### config.mk
export PLATFORM = sky130hd
export DESIGN_NAME = ladder_button_debouncer
export DESIGN_NICKNAME = d
export VERILOG_FILES = /design/src/hw/rtl/lbd_pkg.sv /design/src/hw/rtl/lbd_slot.sv /design/src/hw/rtl/ladder_button_debouncer.sv
export SDC_FILE = /design/constraint.sdc
export NUM_CORES = 1
export LEC_CHECK = 0
export BUFFER_PORTS_ARGS = -buffer_cell sky130_fd_sc_hd__clkbuf_2
export CAP_MARGIN = 20
export CELL_PAD_IN_SITES_DETAIL_PLACEMENT = 0
export CELL_PAD_IN_SITES_GLOBAL_PLACEMENT = 1
export CORE_MARGIN = 4
export CORE_UTILIZATION = 50
export DETAILED_ROUTE_END_ITERATION = 6
export PLACE_DENSITY_LB_ADDON = 0.3
export SETUP_SLACK_MARGIN = 0.02
export SLEW_MARGIN = 30
export SYNTH_ARGS = -nofsm -noshare
export SYNTH_HDL_FRONTEND = slang
export SYNTH_SLANG_ARGS = --single-unit
### constraint.sdc
create_clock -name clk -period 9.2 [get_ports clk]
set_clock_uncertainty 0.1 [all_clocks]
set_input_delay 1.84 -clock clk [delete_from_list [all_inputs] [get_ports clk]]
set_output_delay 1.84 -clock clk [all_outputs]
set_load 0.005 [all_outputs]
### src/hw/rtl/lbd_pkg.sv
package lbd_pkg;

  // number of evaluated slots: button zero, button one, both together
  localparam int SLOTS = 3;

  localparam int SAMPLE_W = 12;
  localparam int COUNT_W  = 6;

  typedef logic [SAMPLE_W-1:0] sample_t;
  typedef logic [COUNT_W-1:0]  count_t;
  typedef logic [1:0]          level_t;
  typedef logic [2:0]          kind_t;
  typedef logic [1:0]          button_t;

  // button levels
  localparam level_t LVL_RELEASED = 2'd0;
  localparam level_t LVL_PRESSED  = 2'd1;
  localparam level_t LVL_HOLD     = 2'd2;

  // event kinds
  localparam kind_t EV_NONE          = 3'd0;
  localparam kind_t EV_PRESSED       = 3'd1;
  localparam kind_t EV_HOLD          = 3'd2;
  localparam kind_t EV_RELEASED      = 3'd3;
  localparam kind_t EV_HOLD_RELEASED = 3'd4;

  // register indexes (byte address / 4)
  localparam logic [2:0] REG_WIN0_LOW    = 3'd0;
  localparam logic [2:0] REG_WIN0_HIGH   = 3'd1;
  localparam logic [2:0] REG_WIN1_LOW    = 3'd2;
  localparam logic [2:0] REG_WIN1_HIGH   = 3'd3;
  localparam logic [2:0] REG_WIN2_LOW    = 3'd4;
  localparam logic [2:0] REG_WIN2_HIGH   = 3'd5;
  localparam logic [2:0] REG_PRESS_AFTER = 3'd6;
  localparam logic [2:0] REG_HOLD_AFTER  = 3'd7;

  // register reset values
  localparam sample_t WIN0_LOW_RST    = 12'd280;
  localparam sample_t WIN0_HIGH_RST   = 12'd380;
  localparam sample_t WIN1_LOW_RST    = 12'd610;
  localparam sample_t WIN1_HIGH_RST   = 12'd710;
  localparam sample_t WIN2_LOW_RST    = 12'd450;
  localparam sample_t WIN2_HIGH_RST   = 12'd550;
  localparam count_t  PRESS_AFTER_RST = 6'd1;
  localparam count_t  HOLD_AFTER_RST  = 6'd10;

  // exclusive sample window of one slot
  typedef struct packed {
    sample_t low;
    sample_t high;
  } win_t;

  // next state and event of one slot
  typedef struct packed {
    count_t cnt;
    level_t level;
    kind_t  kind;
  } slot_upd_t;

endpackage

### src/hw/rtl/lbd_slot.sv
module lbd_slot #(
  parameter int COUNT_LIMIT = 50
) (
  input  lbd_pkg::sample_t   sample,
  input  lbd_pkg::win_t      win,
  input  lbd_pkg::count_t    press_after,
  input  lbd_pkg::count_t    hold_after,
  input  lbd_pkg::count_t    cnt,
  input  lbd_pkg::level_t    level,
  output lbd_pkg::slot_upd_t upd
);
  import lbd_pkg::*;

  localparam count_t LIMIT = count_t'(COUNT_LIMIT);

  logic   in_win;
  count_t cnt_nxt;
  level_t level_nxt;
  kind_t  kind;

  // count up inside the window, saturate at the limit, clear outside
  assign in_win = (sample > win.low) && (sample < win.high);

  always_comb begin
    if (!in_win) begin
      cnt_nxt = '0;
    end else if (cnt < LIMIT) begin
      cnt_nxt = cnt + count_t'(1);
    end else begin
      cnt_nxt = cnt;
    end
  end

  // derive the level from the new count
  always_comb begin
    if (cnt_nxt == '0) begin
      level_nxt = LVL_RELEASED;
    end else if (cnt_nxt > hold_after) begin
      level_nxt = LVL_HOLD;
    end else if (cnt_nxt > press_after) begin
      level_nxt = LVL_PRESSED;
    end else begin
      level_nxt = level;
    end
  end

  // map the level transition to an event
  always_comb begin
    kind = EV_NONE;
    if (level == LVL_RELEASED && level_nxt == LVL_PRESSED) begin
      kind = EV_PRESSED;
    end else if (level == LVL_PRESSED && level_nxt == LVL_HOLD) begin
      kind = EV_HOLD;
    end else if (level == LVL_PRESSED && level_nxt == LVL_RELEASED) begin
      kind = EV_RELEASED;
    end else if (level == LVL_HOLD && level_nxt == LVL_RELEASED) begin
      kind = EV_HOLD_RELEASED;
    end
  end

  assign upd.cnt   = cnt_nxt;
  assign upd.level = level_nxt;
  assign upd.kind  = kind;

endmodule

### src/hw/rtl/ladder_button_debouncer.sv
// Debouncer for a two-button resistor-ladder keypad. Each input transaction carries one
// 12-bit ADC sample; each output transaction carries the event it caused (button index and
// kind, both zero when nothing changed) and the levels of button zero, button one and the
// both-buttons combination. A sample is registered on entry and evaluated in the following
// cycle against the three windows and debounce counters, so the block takes one sample per
// cycle while the output is not stalled. Windows and thresholds are set through the APB port
// at byte addresses 0x00 to 0x1C; change them only while no sample is in flight.
module ladder_button_debouncer #(
  parameter int BUTTONS     = 3,
  parameter int COUNT_LIMIT = 50
) (
  input  logic        clk,
  input  logic        rst_n,
  // in_tdata: [11:0] sample
  input  logic        in_tvalid,
  output logic        in_tready,
  input  logic [15:0] in_tdata,
  // out_tdata: [1:0] event_button, [4:2] event_kind, [6:5] state_zero,
  //            [8:7] state_one, [10:9] state_two
  output logic        out_tvalid,
  input  logic        out_tready,
  output logic [15:0] out_tdata,
  input  logic        cfg_psel,
  input  logic        cfg_penable,
  input  logic        cfg_pwrite,
  input  logic [4:0]  cfg_paddr,
  input  logic [31:0] cfg_pwdata,
  output logic [31:0] cfg_prdata,
  output logic        cfg_pready
);
  import lbd_pkg::*;

  win_t      win_r [SLOTS];
  count_t    press_after_r;
  count_t    hold_after_r;

  count_t    cnt_r [SLOTS];
  level_t    level_r [SLOTS];
  slot_upd_t upd [SLOTS];

  logic      s1_valid_r;
  sample_t   s1_sample_r;
  logic      s1_adv;

  logic      out_valid_r;
  button_t   ev_button_r;
  kind_t     ev_kind_r;
  level_t    state_r [SLOTS];

  button_t   ev_button_nxt;
  kind_t     ev_kind_nxt;

  logic      cfg_wr;
  logic [2:0] cfg_idx;

  // configuration registers
  assign cfg_pready = 1'b1;
  assign cfg_idx    = cfg_paddr[4:2];
  assign cfg_wr     = cfg_psel && cfg_penable && cfg_pwrite && cfg_pready;

  always_ff @(posedge clk) begin
    if (!rst_n) begin
      win_r[0]      <= '{low: WIN0_LOW_RST, high: WIN0_HIGH_RST};
      win_r[1]      <= '{low: WIN1_LOW_RST, high: WIN1_HIGH_RST};
      win_r[2]      <= '{low: WIN2_LOW_RST, high: WIN2_HIGH_RST};
      press_after_r <= PRESS_AFTER_RST;
      hold_after_r  <= HOLD_AFTER_RST;
    end else if (cfg_wr) begin
      case (cfg_idx)
        REG_WIN0_LOW:    win_r[0].low   <= cfg_pwdata[SAMPLE_W-1:0];
        REG_WIN0_HIGH:   win_r[0].high  <= cfg_pwdata[SAMPLE_W-1:0];
        REG_WIN1_LOW:    win_r[1].low   <= cfg_pwdata[SAMPLE_W-1:0];
        REG_WIN1_HIGH:   win_r[1].high  <= cfg_pwdata[SAMPLE_W-1:0];
        REG_WIN2_LOW:    win_r[2].low   <= cfg_pwdata[SAMPLE_W-1:0];
        REG_WIN2_HIGH:   win_r[2].high  <= cfg_pwdata[SAMPLE_W-1:0];
        REG_PRESS_AFTER: press_after_r  <= cfg_pwdata[COUNT_W-1:0];
        REG_HOLD_AFTER:  hold_after_r   <= cfg_pwdata[COUNT_W-1:0];
        default: ;
      endcase
    end
  end

  // register read back
  always_comb begin
    case (cfg_idx)
      REG_WIN0_LOW:    cfg_prdata = 32'(win_r[0].low);
      REG_WIN0_HIGH:   cfg_prdata = 32'(win_r[0].high);
      REG_WIN1_LOW:    cfg_prdata = 32'(win_r[1].low);
      REG_WIN1_HIGH:   cfg_prdata = 32'(win_r[1].high);
      REG_WIN2_LOW:    cfg_prdata = 32'(win_r[2].low);
      REG_WIN2_HIGH:   cfg_prdata = 32'(win_r[2].high);
      REG_PRESS_AFTER: cfg_prdata = 32'(press_after_r);
      REG_HOLD_AFTER:  cfg_prdata = 32'(hold_after_r);
      default:         cfg_prdata = '0;
    endcase
  end

  // input stage: advance when the result register is free or draining
  assign s1_adv    = s1_valid_r && (!out_valid_r || out_tready);
  assign in_tready = !s1_valid_r || s1_adv;

  always_ff @(posedge clk) begin
    if (!rst_n) begin
      s1_valid_r <= 1'b0;
    end else if (in_tready) begin
      s1_valid_r <= in_tvalid;
    end
  end

  always_ff @(posedge clk) begin
    if (in_tvalid && in_tready) begin
      s1_sample_r <= in_tdata[SAMPLE_W-1:0];
    end
  end

  // per-slot evaluation; slots beyond BUTTONS stay released
  for (genvar g = 0; g < SLOTS; g++) begin : g_slot
    if (g < BUTTONS) begin : g_on
      lbd_slot #(
        .COUNT_LIMIT(COUNT_LIMIT)
      ) u_slot (
        .sample      (s1_sample_r),
        .win         (win_r[g]),
        .press_after (press_after_r),
        .hold_after  (hold_after_r),
        .cnt         (cnt_r[g]),
        .level       (level_r[g]),
        .upd         (upd[g])
      );
    end else begin : g_off
      assign upd[g] = '{cnt: '0, level: LVL_RELEASED, kind: EV_NONE};
    end
  end

  // highest-numbered slot with an event wins
  always_comb begin
    ev_button_nxt = '0;
    ev_kind_nxt   = EV_NONE;
    for (int i = 0; i < SLOTS; i++) begin
      if (upd[i].kind != EV_NONE) begin
        ev_button_nxt = button_t'(i);
        ev_kind_nxt   = upd[i].kind;
      end
    end
  end

  // commit slot state as the sample moves into the result register
  always_ff @(posedge clk) begin
    if (!rst_n) begin
      for (int i = 0; i < SLOTS; i++) begin
        cnt_r[i]   <= '0;
        level_r[i] <= LVL_RELEASED;
      end
    end else if (s1_adv) begin
      for (int i = 0; i < SLOTS; i++) begin
        cnt_r[i]   <= upd[i].cnt;
        level_r[i] <= upd[i].level;
      end
    end
  end

  // result register
  always_ff @(posedge clk) begin
    if (!rst_n) begin
      out_valid_r <= 1'b0;
    end else if (s1_adv) begin
      out_valid_r <= 1'b1;
    end else if (out_tready) begin
      out_valid_r <= 1'b0;
    end
  end

  always_ff @(posedge clk) begin
    if (s1_adv) begin
      ev_button_r <= ev_button_nxt;
      ev_kind_r   <= ev_kind_nxt;
      for (int i = 0; i < SLOTS; i++) begin
        state_r[i] <= upd[i].level;
      end
    end
  end

  assign out_tvalid = out_valid_r;
  assign out_tdata  = {5'd0, state_r[2], state_r[1], state_r[0], ev_kind_r, ev_button_r};

`ifndef NO_ASSERTIONS
  // no event reports button zero
  a_no_event_button: assert property (@(posedge clk) disable iff (!rst_n)
    out_tvalid && ev_kind_r == EV_NONE |-> ev_button_r == '0)
    else $error("event_button set without an event");

  // counters never pass the saturation limit
  a_count_limit: assert property (@(posedge clk) disable iff (!rst_n)
    cnt_r[0] <= count_t'(COUNT_LIMIT) && cnt_r[1] <= count_t'(COUNT_LIMIT)
      && cnt_r[2] <= count_t'(COUNT_LIMIT))
    else $error("debounce count above limit");

  // a cleared counter always means a released slot
  a_zero_released: assert property (@(posedge clk) disable iff (!rst_n)
    (cnt_r[0] != '0 || level_r[0] == LVL_RELEASED)
      && (cnt_r[1] != '0 || level_r[1] == LVL_RELEASED)
      && (cnt_r[2] != '0 || level_r[2] == LVL_RELEASED))
    else $error("slot not released with zero count");

  // an evaluated sample always yields a result next cycle
  a_result_follows: assert property (@(posedge clk) disable iff (!rst_n)
    s1_adv |=> out_tvalid)
    else $error("evaluated sample produced no result");

  // reported states match the committed slot levels
  a_state_match: assert property (@(posedge clk) disable iff (!rst_n)
    $past(s1_adv) |-> state_r[0] == level_r[0] && state_r[1] == level_r[1]
      && state_r[2] == level_r[2])
    else $error("reported state differs from slot level");
`endif

endmodule

Word-level counts from Yosys, hierarchy flattened
Memories as Yosys holds them, arrays and structs flattened.
Index checks and enable logic that the tools add are counted.
{ "classes": {"reduce_logical": 39, "n_addsub": 3, "n_bitwise": 12, "order_cmp": 15, "eq_ne": 19, "muxes": 75} }
{ "op_table": {"columns": ["operator", "count"], "rows": [
  ["32-bit case mux with 8 select lines", 1],
  ["12-bit 2-to-1 mux", 6],
  ["6-bit 2-to-1 mux", 9],
  ["3-bit 2-to-1 mux", 15],
  ["12-bit > comparator", 3],
  ["6-bit > comparator", 6],
  ["12-bit < comparator", 3],
  ["1-bit 2-to-1 mux", 32],
  ["2-bit 2-to-1 mux", 12],
  ["1-bit logical AND", 19],
  ["6-bit by 1-bit adder with 6-bit output (second input constant)", 3],
  ["6-bit zero test", 3],
  ["6-bit < comparator (second input constant)", 3],
  ["2-bit by 1-bit equality test with 1-bit output (second input constant)", 6],
  ["2-bit equality test (second input constant)", 6],
  ["3-bit equality test (second input constant)", 4],
  ["2-bit zero test", 6],
  ["1-bit bitwise OR", 12],
  ["3-bit nonzero test", 3],
  ["3-bit by 2-bit equality test with 1-bit output (second input constant)", 2],
  ["2-bit AND reduction", 2],
  ["3-bit by 1-bit equality test with 1-bit output (second input constant)", 1],
  ["3-bit zero test", 1],
  ["1-bit zero test", 2],
  ["2 further kinds", 3]
]} }
{ "word_totals": {"wordCells": 174, "ramBits": 102, "ff_bits": 31, "output_inout_bits": 51, "in_bits": 60, "n_memories": 4} }
{ "mem_list": {"columns": ["name", "words", "word_bits", "read_ports", "rd_clocked_by_memory_dff", "wr", "line", "source"], "rows": [
  ["win_r", 3, 24, 3, 0, 3, "ladder_button_debouncer.sv:33", "win_t win_r [SLOTS];"],
  ["cnt_r", 3, 6, 3, 0, 3, "ladder_button_debouncer.sv:37", "count_t cnt_r [SLOTS];"],
  ["level_r", 3, 2, 3, 0, 3, "ladder_button_debouncer.sv:38", "level_t level_r [SLOTS];"],
  ["state_r", 3, 2, 3, 0, 3, "ladder_button_debouncer.sv:48", "level_t state_r [SLOTS];"]
]} }

Depth between registers and ports, before layout
An unclocked memory read counts as a cell.
{ "depth": {"word_depth": 18, "depth_mapped": 18, "mapped_depth_nobuf": 17} }

Modules after synthesis
A second synthesis with hierarchy kept.
{ "hier_totals": {"hier_cells": 913, "area_unflattened_um2": 9173.8} }
{ "modules_own_cells": {"columns": ["mod", "seq_area_each_um2", "area_each_um2", "instances", "cells_each"], "rows": [
  ["ladder_button_debouncer", 3853.7, 5619.1, 1, 421],
  ["lbd_slot", 0.0, 1184.9, 3, 164]
]} }

Worst setup path after synthesis
No wires, ideal clock.
{ "synth_path": {"path_kind": "input -> output", "start": "input cfg_paddr[2]", "end": "output cfg_prdata[11]", "slack_ps": 4218, "required_ps": 7260, "arrival_time_ps": 3042, "cell_stages": 5, "path_buffers": 2, "path_cell_list": "clkbuf_1 buf_1 mux2i_1 a221oi_1 o22a_1"} }
{ "synth_between": {"elab_chain_cells": 2, "word_cells_on_any_way": 9, "cone_classes": "7 x eq/ne; 1 x mux; 1 x reduce/logical"} }
{ "synth_lines": {"columns": ["item", "line", "source"], "rows": [
  ["start, declared", "ladder_button_debouncer.sv:26", "input logic [4:0] cfg_paddr,"],
  ["3-bit equality test (tied with other cells)", "ladder_button_debouncer.sv:85", "case (cfg_idx)"],
  ["32-bit case mux with 8 select lines (*)", "ladder_button_debouncer.sv:85", null],
  ["end, declared", "ladder_button_debouncer.sv:28", "output logic [31:0] cfg_prdata,"]
]} }
Mark *: on every way between the ends. The rest lies on a longest branch, timed or not. The select of a mux whose other input is x is not followed.

Worst setup path after layout
{ "layout_path": {"start": "input cfg_paddr[2]", "end": "output cfg_prdata[3]"} }
Same word-level chain as after synthesis.

==> impl_results.md <==
* DIE HEIGHT at ~140 um
* Cell depth of the worst min-delay path at 2
* End point of the worst hold path: press_after_r[2]
* Sequential cell area fraction in the yosys report at 42.9%
* Core occupancy in the finished layout at a little under three fifths
* Overall die area at 20200 um2
* Hold buffers post-CTS at 0
* Total of warnings raised by yosys at 0
* Worst vdd ir at 0.163 mV
* Effective utilization at floorplan at a little over 50%
* Most common cell after layout, fill and taps aside: sky130_fd_sc_hd__edfxtp_1
* Average cell area after synthesis at around 10 um2
* Post-cts resize count at 0
* Number of vias in the routed layout at 6819
* Clock sinks at ~130
* Post-placement cell count at 1147
* Routed vias/inst at a little under 6
* Setup tns final at 0 ns
* Ys flop type: sky130_fd_sc_hd__edfxtp_1
* Cell count after synthesis at 883
* Element type at the critical path end: primary output
* Post-layout nets at roughly 1100
* Distinct cell type count of the synthesized netlist at 78
* Count of filler cells inserted in the layout at between 1500 and 2000
* Leading cell types in the layout, fill and taps excluded: 119 x sky130_fd_sc_hd__edfxtp_1, 108 x sky130_fd_sc_hd__ha_1, 94 x sky130_fd_sc_hd__inv_1
* Critical path data required time at 7.26 ns
* Highest Clock Rate at about 170 MHz
* Cell Rows at between 40 and 50
* Post-route insts no fill at between 1000 and 1500
* Via count of the first global-routing pass at 6516
* Number of buffers between clock root and the deepest sink at 2
* Final-report max-slew violation count at 0
* Max Fanout on Critical Path at 38
* Tightest Pin Transition at slightly above 0.9 ns
* Outcome: finished clean
* Post-detailed-route DRC marker count at 0
* Share of total power in sequential cells at between 40% and 50%
* Net Sw Power at approximately 0.49 mW
* Horizontal die dimension at ~140 um
* Launch point of the worst hold path: press_after_r[2]
* Post-CTS Repair Setup Buffers at 0
* Number of CTS-inserted buffers at 17
* First-pass iteration count of the detailed router at 5
* Initial antenna violation count at 1
* CTS HTree Levels at 4
* FF-to-FF setup slack at about 4.2 ns
* Post-synth EDFFs at 119
* Netlist area before placement at 8990 um2
* Top-level port count at between 100 and 150
* Destination of the worst register-to-register timing path: ev_kind_r[1]
* Setup violations, final at 0
* Detail Route Antenna Nets at 0
* Reg-to-reg critical path startpoint: s1_sample_r[1]
* Global-route wire length before repair at 36.3 mm
* Slew margin rel. at roughly two fifths
* Global router's overall resource usage at 23.6%
* Critical Setup Path Class: input pin to primary output
* Arrival time at the worst endpoint at 3.87 ns
* Share of power burned in the clock network at a little under 40%
* Leakage power figure at between 4 and 5 nW
* Total wire length at ~23 mm
* Gr ovfl total at 0
* Initial DRC Count at 587
* RSZ-0062 raised after global routing: false
* Final Hold Viols at 0
* Worst min-delay path class: flop to flop
* Layout-stage area growth over the synthesis result at 10.8%
* Count of buffers from port buffering at 58
* FF/Latch Area at around 3900 um2
* Count of antenna diodes in the layout at 0
* Final weighted congestion in routability-driven placement at roughly 0.85
* Post-route cell area at about 10000 um2
* Core region area at between 15000 and 20000 um2
* Fraction of power spent switching nets at between 20 and 30%
* WL per Instance at 19.7 um
* MaxCap Viol Count at 0
* Comb power frac at about 17%
* CP Launch Type: input pin
* Pwr/cell area at ~170 nW/um2
* Logic depth of the worst register-to-register path at 16
* Final min period at just under 6 ns
* Sum of internal, switching and leakage power at approximately 1.6 mW
* Total placed instance area at about 9400 um2
* Placed wire-length estimate at between 15 and 20 mm
* Clock tree from TritonCTS: done
* Clock root buffer master: sky130_fd_sc_hd__clkbuf_16
* Area of combinational cells with multiple inputs at approximately 4600 um2
* Pin count of the biggest net entering global routing at 39
* Ratio of cells with drive above 1 in the final layout at 12.3%
* Total of flip-flops plus latches after synthesis at 133
* Post-route fraction of the period consumed by the critical path at between 60 and 70%
* Cell-internal power at 1.16 mW
* Clock latency of the later-clocked register in the worst-skew pair at between 0.4 and 0.5 ns
* Register clock-pin slew on the reported worst setup and hold paths at 0.06 ns
* Fraction of synthesis flops using an asynchronous set or reset pin at 0%
[worst max path at each step]
| stage | endpoint | depth (start not counted) | from | slack, ns |
|---|---|---|---|---|
| 6_report | cfg_prdata[3] | 8 | cfg_paddr[2] | 3.39 |
| 5_1_grt | cfg_prdata[3] | 8 | cfg_paddr[2] | 3.30 |
| 4_1_cts | cfg_prdata[3] | 8 | cfg_paddr[2] | 3.44 |
| 3_5_place_dp | cfg_prdata[3] | 8 | cfg_paddr[2] | 3.45 |
| 3_3_place_gp | cfg_prdata[3] | 8 | cfg_paddr[2] | 3.44 |
| 2_1_floorplan | cfg_prdata[11] | 5 | cfg_paddr[2] | 4.22 |
[sequential cells by signal, indices dropped and copies added, names as in the netlist]
name / flops
s1_valid_r: 1
win_r: 72
hold_after_r: 6
ev_button_r: 2
press_after_r: 6
cnt_r: 18
ev_kind_r: 3
level_r: 6
s1_sample_r: 12
state_r: 6
out_tvalid: 1
[through the flow]
stage / setup WS, ns / hold slack, ns
global placement: 3.44 / 0.378
global route: 3.30 / 0.458
floorplan: 4.22 / 0.360
detailed placement: 3.45 / 0.402
CTS: 3.44 / 0.420
finish: 3.39 / 0.419
[cell type report]
cell class                 count  share of cell area (%)
clock buffer                  17                    4.27
clock inverter                15                    1.21
inverter                      94                    3.54
multi-input combinational    631                    46.1
sequential                   133                    38.7
tap                          225                    2.83
timing repair buffer          64                    3.37
[power groups by stage]
| stage | Combinational, mW | Clock [mW] | Sequential, mW |
|---|---|---|---|
| 3_5_place_dp | 0.274 | 0 | 0.743 |
| 5_1_grt | 0.313 | 0.673 | 0.735 |
| 2_1_floorplan | 0.205 | 0 | 0.727 |
| 4_1_cts | 0.276 | 0.646 | 0.730 |
| 6_report | 0.277 | 0.641 | 0.731 |
| 3_3_place_gp | 0.270 | 0 | 0.742 |
[worst max-delay path, cell delays in order]
cell and delay (ns):
sky130_fd_sc_hd__clkbuf_2 0.08, sky130_fd_sc_hd__buf_4 0.45, sky130_fd_sc_hd__inv_1 0.33, sky130_fd_sc_hd__nor2_1 0.47, sky130_fd_sc_hd__a22o_1 0.24, sky130_fd_sc_hd__a221oi_1 0.08
sky130_fd_sc_hd__nor2_1 0.21, sky130_fd_sc_hd__clkbuf_2 0.14
[cell usage after synthesis, types with 3 or more instances]
cell type	instances	share of area, %
sky130_fd_sc_hd__and3_1	9	0.63
sky130_fd_sc_hd__nand3b_1	3	0.25
sky130_fd_sc_hd__nor3_1	13	0.72
sky130_fd_sc_hd__xnor2_1	3	0.29
sky130_fd_sc_hd__o221ai_1	5	0.49
sky130_fd_sc_hd__nor2b_1	12	0.84
sky130_fd_sc_hd__inv_1	94	3.9
sky130_fd_sc_hd__or2_2	3	0.21
sky130_fd_sc_hd__dfxtp_1	14	3.1
sky130_fd_sc_hd__or3_1	8	0.56
sky130_fd_sc_hd__buf_4	28	2.3
sky130_fd_sc_hd__o22ai_1	8	0.56
sky130_fd_sc_hd__ha_1	108	15
sky130_fd_sc_hd__nand2_1	41	1.7
sky130_fd_sc_hd__a211oi_1	8	0.67
sky130_fd_sc_hd__nand4_1	19	1.3
sky130_fd_sc_hd__a22oi_1	4	0.33
sky130_fd_sc_hd__nand3_1	19	1.1
sky130_fd_sc_hd__a21oi_1	43	2.4
sky130_fd_sc_hd__nor4_1	4	0.28
sky130_fd_sc_hd__o21a_1	6	0.50
sky130_fd_sc_hd__o21ai_0	25	1.4
sky130_fd_sc_hd__a211o_1	4	0.39
sky130_fd_sc_hd__nor2_1	93	3.9
sky130_fd_sc_hd__o22a_1	7	0.68
sky130_fd_sc_hd__edfxtp_1	119	40
sky130_fd_sc_hd__o211ai_1	8	0.67
sky130_fd_sc_hd__xor2_1	5	0.49
sky130_fd_sc_hd__a221oi_1	5	0.49
sky130_fd_sc_hd__clkbuf_1	14	0.58
sky130_fd_sc_hd__mux2i_1	29	3.2
sky130_fd_sc_hd__o31ai_1	4	0.33
sky130_fd_sc_hd__a21o_1	15	1.3
sky130_fd_sc_hd__buf_1	4	0.17
sky130_fd_sc_hd__nand2b_1	16	1.1
sky130_fd_sc_hd__a31oi_1	6	0.42
sky130_fd_sc_hd__and2_1	23	1.6
[kinds of logic (layout without fill, tap and decap cells)]
logic type / count (synthesis) / count (layout) / synth area share [%]
muxes: 31 / 31 / 3.73
AOI/OAI and AO/OA: 178 / 178 / 14.5
and+or+nand+nor: 280 / 280 / 15.9
xor gates and xnor gates: 8 / 8 / 0.779
DFF: 133 / 133 / 42.9
other: 2 / 26 / 0.0835
adders and majority gates: 108 / 108 / 15.0
buffers and inverters: 143 / 190 / 7.18
[per-layer routing]
metal  vias to the layer above  share of wire, %  global-route usage [%]
li1                       3316                 -                       -
met1                      3238                48                    36.0
met2                       250                43                    34.6
met3                        15               7.8                    4.54
met4                         0               1.2                    5.71
met5                         -                 0                       0
(Power assumes the default switching activity.)
